--- config.mk ---
export PLATFORM = sky130hd
export DESIGN_NAME = best_solutions_table
export DESIGN_NICKNAME = d
export VERILOG_FILES = /design/src/hw/rtl/bst_pkg.sv /design/src/hw/rtl/best_solutions_table.sv
export SDC_FILE = /design/constraint.sdc
export NUM_CORES = 2
export LEC_CHECK = 0
export BUFFER_PORTS_ARGS = -buffer_cell sky130_fd_sc_hd__buf_4
export CAP_MARGIN = 25
export CELL_PAD_IN_SITES_DETAIL_PLACEMENT = 0
export CELL_PAD_IN_SITES_GLOBAL_PLACEMENT = 2
export CORE_ASPECT_RATIO = 1.5
export CORE_MARGIN = 5
export CORE_UTILIZATION = 44
export DETAILED_ROUTE_END_ITERATION = 12
export PLACE_DENSITY_LB_ADDON = 0.1
export SYNTH_ARGS = -nofsm -noshare
export SYNTH_HDL_FRONTEND = slang
export SYNTH_SLANG_ARGS = --single-unit
--- constraint.sdc ---
create_clock -name clk -period 10.6 [get_ports clk]
set_clock_uncertainty 0.1 [all_clocks]
set_input_delay 2.12 -clock clk [delete_from_list [all_inputs] [get_ports clk]]
set_output_delay 2.12 -clock clk [all_outputs]
set_load 0.02 [all_outputs]
--- src/hw/rtl/bst_pkg.sv ---
package bst_pkg;

  localparam int TABLE_ENTRIES = 8;
  localparam int SOLUTION_BITS = 64;

  localparam int IN_BITS_W  = 64;
  localparam int ENERGY_W   = 32;
  localparam int HIT_W      = 16;
  localparam int STATUS_W   = 3;
  localparam int OUT_SLOT_W = 3;
  localparam int SLOT_W     = $clog2(TABLE_ENTRIES);

  localparam logic signed [ENERGY_W-1:0] ENERGY_RESET = {1'b1, {(ENERGY_W-1){1'b0}}};
  localparam logic [HIT_W-1:0]           HIT_MAX      = '1;
  localparam logic [HIT_W-1:0]           HIT_ONE      = HIT_W'(1);

  typedef enum logic [STATUS_W-1:0] {
    STAT_REJECT       = 3'd0,
    STAT_NEW_BEST     = 3'd1,
    STAT_DUPLICATE    = 3'd2,
    STAT_EQUAL_ENERGY = 3'd3,
    STAT_NEW_ENERGY   = 3'd4
  } status_t;

  typedef struct packed {
    logic [IN_BITS_W-1:0]       solution_bits;
    logic signed [ENERGY_W-1:0] energy;
  } sol_in_t;

  typedef struct packed {
    status_t                status;
    logic [HIT_W-1:0]       hit_count;
    logic                   equals_best;
    logic [OUT_SLOT_W-1:0]  slot;
  } sol_out_t;

  typedef struct packed {
    logic signed [ENERGY_W-1:0] energy;
    logic [SOLUTION_BITS-1:0]   bits;
    logic [HIT_W-1:0]           hit;
  } entry_t;

  localparam entry_t ENTRY_RESET = '{energy: ENERGY_RESET, bits: '0, hit: '0};

  typedef enum logic [2:0] {
    ST_IDLE,
    ST_SCAN,
    ST_TAIL,
    ST_WRITE,
    ST_DONE
  } state_t;

endpackage

--- src/hw/rtl/best_solutions_table.sv ---
// Table of the best TABLE_ENTRIES candidate solutions, ranked by energy (highest first, lower
// slot first among equal energies). Each input word (bit vector plus signed Q16.16 energy)
// yields exactly one output word: status (rejected, new best, duplicate, unique at an existing
// energy, new energy), the hit count of the entry touched, whether the energy equals the best in
// the table, and the slot number modulo 8. Insertions overwrite the lowest-ranked slot; hit
// counts saturate at 65535. Entries live in one synchronous single-port-read memory which is
// swept one entry per cycle; an item goes through the sweep, the registered read, the
// write-back and the load of the output register before the next word can be taken. A
// finished word waits in the output register while the next input word is accepted; if the
// receiver still holds the previous word when the next one is finished, the load and the
// input stall until it is taken. Entries never written read as their reset value (most
// negative energy, zero vector, zero count) through per-entry valid bits cleared at reset,
// so no clearing pass is needed.
module best_solutions_table (
  input  logic              clk,
  input  logic              rst_n,
  input  logic              in_valid,
  output logic              in_ready,
  input  bst_pkg::sol_in_t  in_word,
  output logic              out_valid,
  input  logic              out_ready,
  output bst_pkg::sol_out_t out_word
);
  import bst_pkg::*;

  // Control
  state_t state_r, state_nxt;
  logic   in_accept;
  logic   rd_en, res_load, out_load, mem_we;

  // Table storage: one memory of entries plus a valid bit per entry
  entry_t                   mem_r [TABLE_ENTRIES];
  logic [TABLE_ENTRIES-1:0] valid_r;
  entry_t                   rd_q_r;
  logic                     rd_ent_vld_r;
  logic                     rd_vld_r;
  logic [SLOT_W-1:0]        rd_idx_r;
  logic [SLOT_W-1:0]        scan_cnt_r;
  logic                     scan_last;
  entry_t                   ent;

  // Held item
  sol_in_t                    item_r;
  logic signed [ENERGY_W-1:0] e_val;
  logic [SOLUTION_BITS-1:0]   bits_val;

  // Sweep results
  logic signed [ENERGY_W-1:0] max_r, min_r;
  logic [SLOT_W-1:0]          worst_r;
  logic                       match_r, any_eq_r;
  logic [SLOT_W-1:0]          match_slot_r;
  logic [HIT_W-1:0]           match_hit_r;
  logic                       first_ent, ent_eq;

  // Decision
  status_t           dec_status;
  logic [SLOT_W-1:0] dec_slot;
  logic [HIT_W-1:0]  dec_hit;
  logic              dec_best;
  entry_t            wr_entry;
  sol_out_t          res_r, out_word_r;
  logic              out_valid_r;

  assign in_accept = in_valid && in_ready;
  assign e_val     = item_r.energy;
  assign bits_val  = item_r.solution_bits[SOLUTION_BITS-1:0];
  assign scan_last = (scan_cnt_r == SLOT_W'(TABLE_ENTRIES - 1));

  // Next state
  always_comb begin
    state_nxt = state_r;
    case (state_r)
      ST_IDLE:  if (in_valid) state_nxt = ST_SCAN;
      ST_SCAN:  if (scan_last) state_nxt = ST_TAIL;
      ST_TAIL:  state_nxt = ST_WRITE;
      ST_WRITE: state_nxt = ST_DONE;
      ST_DONE:  if (out_load) state_nxt = ST_IDLE;
      default:  state_nxt = ST_IDLE;
    endcase
  end

  // Per-state strobes. Only one item is in flight, so a write-back can never overlap a read of
  // the same entry: the sweep of the next item starts after the write has landed.
  always_comb begin
    in_ready = 1'b0;
    rd_en    = 1'b0;
    res_load = 1'b0;
    out_load = 1'b0;
    case (state_r)
      ST_IDLE:  in_ready = 1'b1;
      ST_SCAN:  rd_en    = 1'b1;
      ST_WRITE: res_load = 1'b1;
      ST_DONE:  out_load = !out_valid_r || out_ready;
      default: ;
    endcase
  end

  // Substitute the reset value for entries that were never written
  assign ent       = rd_ent_vld_r ? rd_q_r : ENTRY_RESET;
  assign first_ent = (rd_idx_r == '0);
  assign ent_eq    = (ent.energy == e_val);

  // Decide from the sweep results: the lowest-ranked slot is the lowest energy, highest slot
  // among ties; a duplicate is the lowest slot holding the same vector at the same energy.
  always_comb begin
    dec_status = STAT_REJECT;
    dec_slot   = '0;
    dec_hit    = '0;
    dec_best   = 1'b0;
    if (e_val > max_r) begin
      dec_status = STAT_NEW_BEST;
      dec_slot   = worst_r;
      dec_hit    = HIT_ONE;
      dec_best   = 1'b1;
    end else if (!(e_val < min_r)) begin
      dec_best = (e_val == max_r);
      if (match_r) begin
        dec_status = STAT_DUPLICATE;
        dec_slot   = match_slot_r;
        dec_hit    = (match_hit_r == HIT_MAX) ? HIT_MAX : match_hit_r + HIT_ONE;
      end else if (any_eq_r) begin
        dec_status = STAT_EQUAL_ENERGY;
        dec_slot   = worst_r;
        dec_hit    = HIT_ONE;
      end else begin
        dec_status = STAT_NEW_ENERGY;
        dec_slot   = worst_r;
        dec_hit    = HIT_ONE;
      end
    end
  end

  assign mem_we   = res_load && (dec_status != STAT_REJECT);
  assign wr_entry = '{energy: e_val, bits: bits_val, hit: dec_hit};

  // Memory: registered read, single write port
  always_ff @(posedge clk) begin
    if (rd_en) begin
      rd_q_r <= mem_r[scan_cnt_r];
    end
    if (mem_we) begin
      mem_r[dec_slot] <= wr_entry;
    end
  end

  // Control registers
  always_ff @(posedge clk) begin
    if (!rst_n) begin
      state_r     <= ST_IDLE;
      valid_r     <= '0;
      rd_vld_r    <= 1'b0;
      scan_cnt_r  <= '0;
      match_r     <= 1'b0;
      any_eq_r    <= 1'b0;
      out_valid_r <= 1'b0;
    end else begin
      state_r  <= state_nxt;
      rd_vld_r <= rd_en;
      if (in_accept) begin
        scan_cnt_r <= '0;
      end else if (rd_en) begin
        scan_cnt_r <= scan_cnt_r + SLOT_W'(1);
      end
      if (in_accept) begin
        match_r  <= 1'b0;
        any_eq_r <= 1'b0;
      end else if (rd_vld_r) begin
        if (ent_eq) any_eq_r <= 1'b1;
        if (ent_eq && (ent.bits == bits_val)) match_r <= 1'b1;
      end
      if (mem_we) begin
        valid_r[dec_slot] <= 1'b1;
      end
      if (out_load) begin
        out_valid_r <= 1'b1;
      end else if (out_ready) begin
        out_valid_r <= 1'b0;
      end
    end
  end

  // Payload registers
  always_ff @(posedge clk) begin
    if (in_accept) begin
      item_r <= in_word;
    end
    if (rd_en) begin
      rd_ent_vld_r <= valid_r[scan_cnt_r];
      rd_idx_r     <= scan_cnt_r;
    end
    if (rd_vld_r) begin
      // Track best and worst; ascending sweep with <= lands on the highest slot among ties
      if (first_ent || (ent.energy > max_r)) begin
        max_r <= ent.energy;
      end
      if (first_ent || (ent.energy <= min_r)) begin
        min_r   <= ent.energy;
        worst_r <= rd_idx_r;
      end
      // Keep the first duplicate only
      if (ent_eq && (ent.bits == bits_val) && !match_r) begin
        match_slot_r <= rd_idx_r;
        match_hit_r  <= ent.hit;
      end
    end
    if (res_load) begin
      res_r <= '{status: dec_status, hit_count: dec_hit, equals_best: dec_best,
                 slot: OUT_SLOT_W'(dec_slot)};
    end
    if (out_load) begin
      out_word_r <= res_r;
    end
  end

  assign out_valid = out_valid_r;
  assign out_word  = out_word_r;

  a_reject_quiet: assert property (@(posedge clk) disable iff (!rst_n)
    out_valid && (out_word.status == STAT_REJECT) |->
      (out_word.hit_count == '0) && (out_word.slot == '0) && !out_word.equals_best)
    else $error("rejected word carries a non-zero field");

  a_new_best_fresh: assert property (@(posedge clk) disable iff (!rst_n)
    out_valid && (out_word.status == STAT_NEW_BEST) |->
      out_word.equals_best && (out_word.hit_count == HIT_ONE))
    else $error("new best word without best flag or unit count");

  a_new_energy_not_best: assert property (@(posedge clk) disable iff (!rst_n)
    out_valid && (out_word.status == STAT_NEW_ENERGY) |-> !out_word.equals_best)
    else $error("new energy flagged as best");

  a_accept_starts_sweep: assert property (@(posedge clk) disable iff (!rst_n)
    in_accept |=> (state_r == ST_SCAN) && (scan_cnt_r == '0))
    else $error("sweep did not start from the first entry");

  a_write_marks_valid: assert property (@(posedge clk) disable iff (!rst_n)
    mem_we |=> valid_r[$past(dec_slot)])
    else $error("written entry not marked valid");

endmodule

# Word level (Yosys, flattened, before mapping)
# Memory sizes are Yosys's and may differ from the RTL's. A register that Yosys moved wholly into a read port is not among the register bits.
# Index checks and enable logic that the tools add are counted.
# op_classes
add_sub_neg	2
n_mul	0
div	0
order_cmp	7
eq_ne	12
shifts	0
n_mux	29
bitwise	2
reduce_logical	21
# ops
operator	count
112-bit two-way mux	1
32-bit equality test	2
64-bit equality test	1
32-bit > comparator	2
16-bit two-way mux	4
32-bit <= comparator	1
32-bit less-than comparator	1
3-bit two-way mux	10
16-bit by 1-bit adder with 16-bit output, second input constant	1
16-bit equality test, second input constant	1
3-bit one-hot mux with 5 select lines	1
1-bit two-way mux	11
2-bit AND reduction	5
3-bit by 4-bit less-than comparator with 1-bit output, second input constant	2
8-bit OR	1
3-bit by 2-bit equality test with 1-bit output, second input constant	2
3-bit equality test, second input constant	2
3-bit zero test	2
2-bit != test, second input constant	3
1-bit logical AND	5
3-bit by 1-bit adder with 3-bit output, second input constant	1
1-bit binary-select mux with 3-bit select	1
1-bit demux with 3-bit select	1
3-bit by 1-bit equality test with 1-bit output, second input constant	1
other kinds (8)	11
# totals
reg_bits	250
latch_bits	0
ram_bits	896
rom_bits	0
in_bits	100
out_inout_bits	25
wordCells	98
n_memories	1
# memory_table
memory	words	word_bits	read_ports	rd_ports_with_merged_regs	wr	line	source
mem_r	8	112	1	1	1	best_solutions_table.sv:32	entry_t mem_r [TABLE_ENTRIES];

# Depth between registers and ports, before layout
# depth
depth_word	8
depth_mapped	12
ltp_nobuf	11

# Least setup slack after synthesis
# No wires, ideal clock.
# synth_path
path_kind	register to register
start	register state_r[0]
end	register scan_cnt_r[1]
setup_ns	0.125
t_arrival_ns	10.002
required_time_ns	10.375
slack_ns	0.373
path_stages_with_launch	5
n_path_buf	1
synth_period_minus_slack_ns	10.227
path_cell_list	dfxtp_1 clkbuf_1 nor3b_1 mux2i_1 nor2_1
# synth_between
word_cells_on_any_way	6
# synth_rtl
element	line	source
start, declared	best_solutions_table.sv:27	state_t state_r, state_nxt;
start signal, assigned	best_solutions_table.sv:157	state_r <= state_nxt;
3-bit by 1-bit equality test with 1-bit output	best_solutions_table.sv:89	case (state_r)
1-bit two-way mux	best_solutions_table.sv:89	
via rd_en	best_solutions_table.sv:29	logic rd_en, res_load, out_load, mem_we;
end signal, assigned	best_solutions_table.sv:162	scan_cnt_r <= scan_cnt_r + SLOT_W'(1);
end, declared	best_solutions_table.sv:38	logic [SLOT_W-1:0] scan_cnt_r;
# The timed path passes the listed nets, and every way through them passes these cells.
# A chain may end at the register's enable or synchronous reset.

# Worst setup path in the final report
# layout_path
start	register item_r, in the netlist e_val[19]
end	memory mem_r[0][80] (netlist name), enable pin
# layout_between
elab_chain_cells	7
word_cells_on_any_way	10
# layout_rtl
element	line	source
start, declared	best_solutions_table.sv:43	sol_in_t item_r;
start signal, assigned	best_solutions_table.sv:185	item_r <= in_word;
32-bit less-than comparator	best_solutions_table.sv:115	end else if (!(e_val < min_r)) begin
3-bit two-way mux	best_solutions_table.sv:115	
3-bit two-way mux	best_solutions_table.sv:110	if (e_val > max_r) begin
3-bit nonzero test	best_solutions_table.sv:133	assign mem_we = res_load && (dec_status != STAT_REJECT);
1-bit logical AND	best_solutions_table.sv:133	
1-bit two-way mux	best_solutions_table.sv:141	if (mem_we) begin
1-bit two-way mux (not written as such)	best_solutions_table.sv:142	mem_r[dec_slot] <= wr_entry;
end, declared	best_solutions_table.sv:32	
# Parallel ways exist; a longest one is shown, timed or not.

==> run_results.csv <==
group,metric,value,unit
placement,globalplace.congestion,0.855,
sta,report.final.hold_viol_count,0,
final_layout,antenna_cells,0,
final_layout,fin_util,50.4,%
synthesis,synthFlopType,"edfxtp_1",
critical_path,crit_type,"reg -> reg",
cts,cts_root_buf,"clkbuf_16",
cts,cts_hold_buf,0,
critical_path,rr_worst_depth,11,
sta,finalSetupViolCount,0,
global_routing,overflow,0,
cts,cts_resized,0,
detailed_routing,post_drt_wl_per_cell,27.2,um
synthesis,yosys.area_share.adder,3.24,%
global_routing,grt_pass1_vias,26000,
detailed_routing,drc,0,
synthesis,syn_nets,2762,
sta,finalSetupTns,0,ns
global_routing,grt_pass1_wl,173000,um
final_layout,nets,2958,
detailed_routing,via_count,24100,
flow_run,cap_violations,0,
pwr,pwr-share-seq,54.3,%
synthesis,synth_xor_xnor_area_share,1.13,%
synthesis,synth_common_cells,"edfxtp_1, mux4_2, ha_1",
detailed_routing,wirelength,116000,um
pwr,leakage,18.4,nW
final_layout,drive_gt1_share,24.9,%
detailed_routing,vias_per_cell,5.62,
critical_path,cp_cell_sequence,"ha_1, a21oi_1, o21ai_0, a221o_1, or3_1, or2_4, and2_1, a2111oi_4, o21bai_1, inv_6, buf_4",
pwr,swShare,20.9,%
cts,cts_tree,"yes",
pwr,p_total,10.3,mW
pwr,switchingPower,2.16,mW
sta,rsz0062_at_grt,"false",
final_layout,area_delta_synth_final,13.6,%
global_routing,grt_max_degree,149,
synthesis,synthMuxAreaShare,12.8,%
cts,postCtsSetupBuffers,0,
critical_path,cpMaxStageDelayCell,"inv_6",
worst_hold_path,holdPathStages,0,
status,status,"finished clean",
synthesis,synth_top_area_share,74.1,%
sta,period_minus_slack,5.23,ns
synthesis,async_reset_ff_share,0,%
placement,port-buffer-count,124,
global_routing,track_usage,19.2,%
synthesis,netlist_instances,2532,
worst_hold_path,min_path_type,"reg -> reg",
floorplanning,coreArea,113000,um2
cts,numClockSinks,1258,
cts,clk_path_buf_depth,3,
sta,max_freq,0.191,GHz
floorplanning,rows,151,
critical_path,crit_start,"e_val[19]$_DFFE_PP_",
critical_path,reg2reg_from,"e_val[19]$_DFFE_PP_",
synthesis,syn_area_per_cell,19.8,um2
synthesis,synth_cell_type_count,71,
pwr,internal-power,8.18,mW
floorplanning,die-area,121000,um2
critical_path,cp_slowest_stage_delay,0.75,ns
synthesis,synth_compound_area_share,3.37,%
pwr,vdd_drop_max,0.124,mV
pwr,powerDensity,181,nW/um2
final_layout,final.fill_count,9115,
pwr,combPwrFrac,4.2,%
synthesis,synth-seq-cells,1258,
synthesis,synth_area_leaders,"edfxtp_1, mux4_2, ha_1, mux2_2, inv_1",
detailed_routing,detail-route-antenna-nets,0,
critical_path,start_kind,"flip-flop",
floorplanning,ios,125,
critical_path,critPathArrivalTime,5.45,ns
synthesis,synthSimpleGateAreaFrac,3.24,%
synthesis,synthesis.area,50200,um2
placement,dpl.cell_count,4061,
cts,insertion_delay,0.72,ns
synthesis,synth_top_family_by_area,"multiplexers",
final_layout,instances_no_fill,4280,
sta,drv_slew,0,
synthesis,yosys_warnings,0,
synthesis,yosysSeqAreaShare,74.9,%
critical_path,path_max_fanout,73,
synthesis,yosysMostFrequentCell,"edfxtp_1",
floorplanning,die_height,424,um
global_routing,grt_antenna_before_repair,1,
pwr,pwr-share-clk,41.6,%
sta,slew_headroom,13.1,%
worst_hold_path,min_from,"res_r[17]$_DFFE_PP_",
cts,cts_buffers,116,
detailed_routing,drt_first_iter_violations,1461,
synthesis,yosysTopAreaCell,"edfxtp_1",
synthesis,synth_edf_count,1240,
sta,fin_crit_sh,49.3,%
floorplanning,die_w,286,um
placement,hpwl,67200,um
sta,worstMarginPinSlew,1.30,ns
critical_path,critPathCaptureType,"flip-flop",
cts,htreeDepth,3,
detailed_routing,dr.pass1.iters,5,
floorplanning,start_util,44.4,%
critical_path,cp.required,10.83,ns
cts,path_clk_slew,0.06,ns
==> per-layer routing <==
layer  track usage (%)  share of wire [%]  routed length [um]  vias up
met5                 0                  0                   0        -
met4              5.84                2.7                3110        0
met3              2.26                3.1                3650      134
met2              35.4                 54               63300      473
met1              23.8                 40               46200    12700
li1                  -                  -                   -    10700
==> layout by cell type (no fill, tap or decap), types with 54 or more instances in the layout <==
master,Yosys,layout
inv_1,97,96
buf_4,0,148
mux4_2,226,226
ha_1,130,130
clkbuf_16,0,119
nand2_1,55,55
edfxtp_1,1240,1240
mux2_2,113,113
nor2_1,55,54
==> final timing paths <==
kind / endpoint / slack [ns]
setup / recovery: mem_r[0][80]$_DFFE_PP_ / 5.37
hold / removal: out_word[17]$_DFFE_PP_ / 0.32
setup reg to reg: mem_r[0][80]$_DFFE_PP_ / 5.37
hold reg to reg: out_word[17]$_DFFE_PP_ / 0.32
==> area by class of cell <==
cell class	count	area, um2	share of cell area, %
well taps	1453	1820	3.19
clock buffers	148	3140	5.50
flip-flops and latches	1258	37600	65.9
clock inverters	69	785	1.37
repair buffers	163	1350	2.36
multi-input cells	1092	12000	21.0
inverters	97	369	0.647
==> stage by stage <==
step           hold WS [ns]  setup WS (ns)  area (um2)
2_1_floorplan         0.300          0.373       50200
3_3_place_gp          0.301           4.48       53100
3_5_place_dp          0.305           5.24       53100
4_1_cts               0.315           5.21       57000
5_1_grt               0.325           5.15       57100
6_report              0.319           5.37       57100
==> worst max-delay path, delay by kind of cell, from the launching register on <==
kind	cells	cell delay, ns
compound gates	5	1.37
buf+inv	2	1.45
fa+ha+maj	1	0.39
flops	1	0.56
simple gates	3	0.89
==> flip-flops by register name, summed over array words and instances, names as in the netlist <==
name          count
match_r           1
rd_q_r          112
worst_r           3
scan_cnt_r        3
mem_r           896
min_r            32
rd_idx_r          3
match_hit_r      16
state_r           3
out_word         23
max_r            32
rd_vld_r          1
e_val            32
any_eq_r          1
res_r            23
out_valid         1
match_slot_r      3
bits_val         64
rd_ent_vld_r      1
valid_r           8
==> cells by family (layout without fill, tap and decap cells) <==
family | Yosys count | count (layout)
flip-flops | 1258 | 1258
multiplexers | 344 | 344
AND/OR/NAND/NOR | 308 | 308
AO/OA/AOI/OAI | 245 | 245
buffers and inverters | 182 | 477
adder cells (fa/ha/maj) | 130 | 130
XOR/XNOR | 65 | 65
==> power groups by stage <==
stage | Clock [mW] | Sequential (mW) | Combinational (mW)
after floorplan | 0 | 5.69 | 0.291
after global placement | 0 | 5.71 | 0.441
after detailed placement | 0 | 5.72 | 0.442
after CTS | 4.42 | 5.61 | 0.444
after global routing | 4.62 | 5.62 | 0.473
final | 4.30 | 5.61 | 0.432
Note: power is estimated with default switching activity, not from simulation.
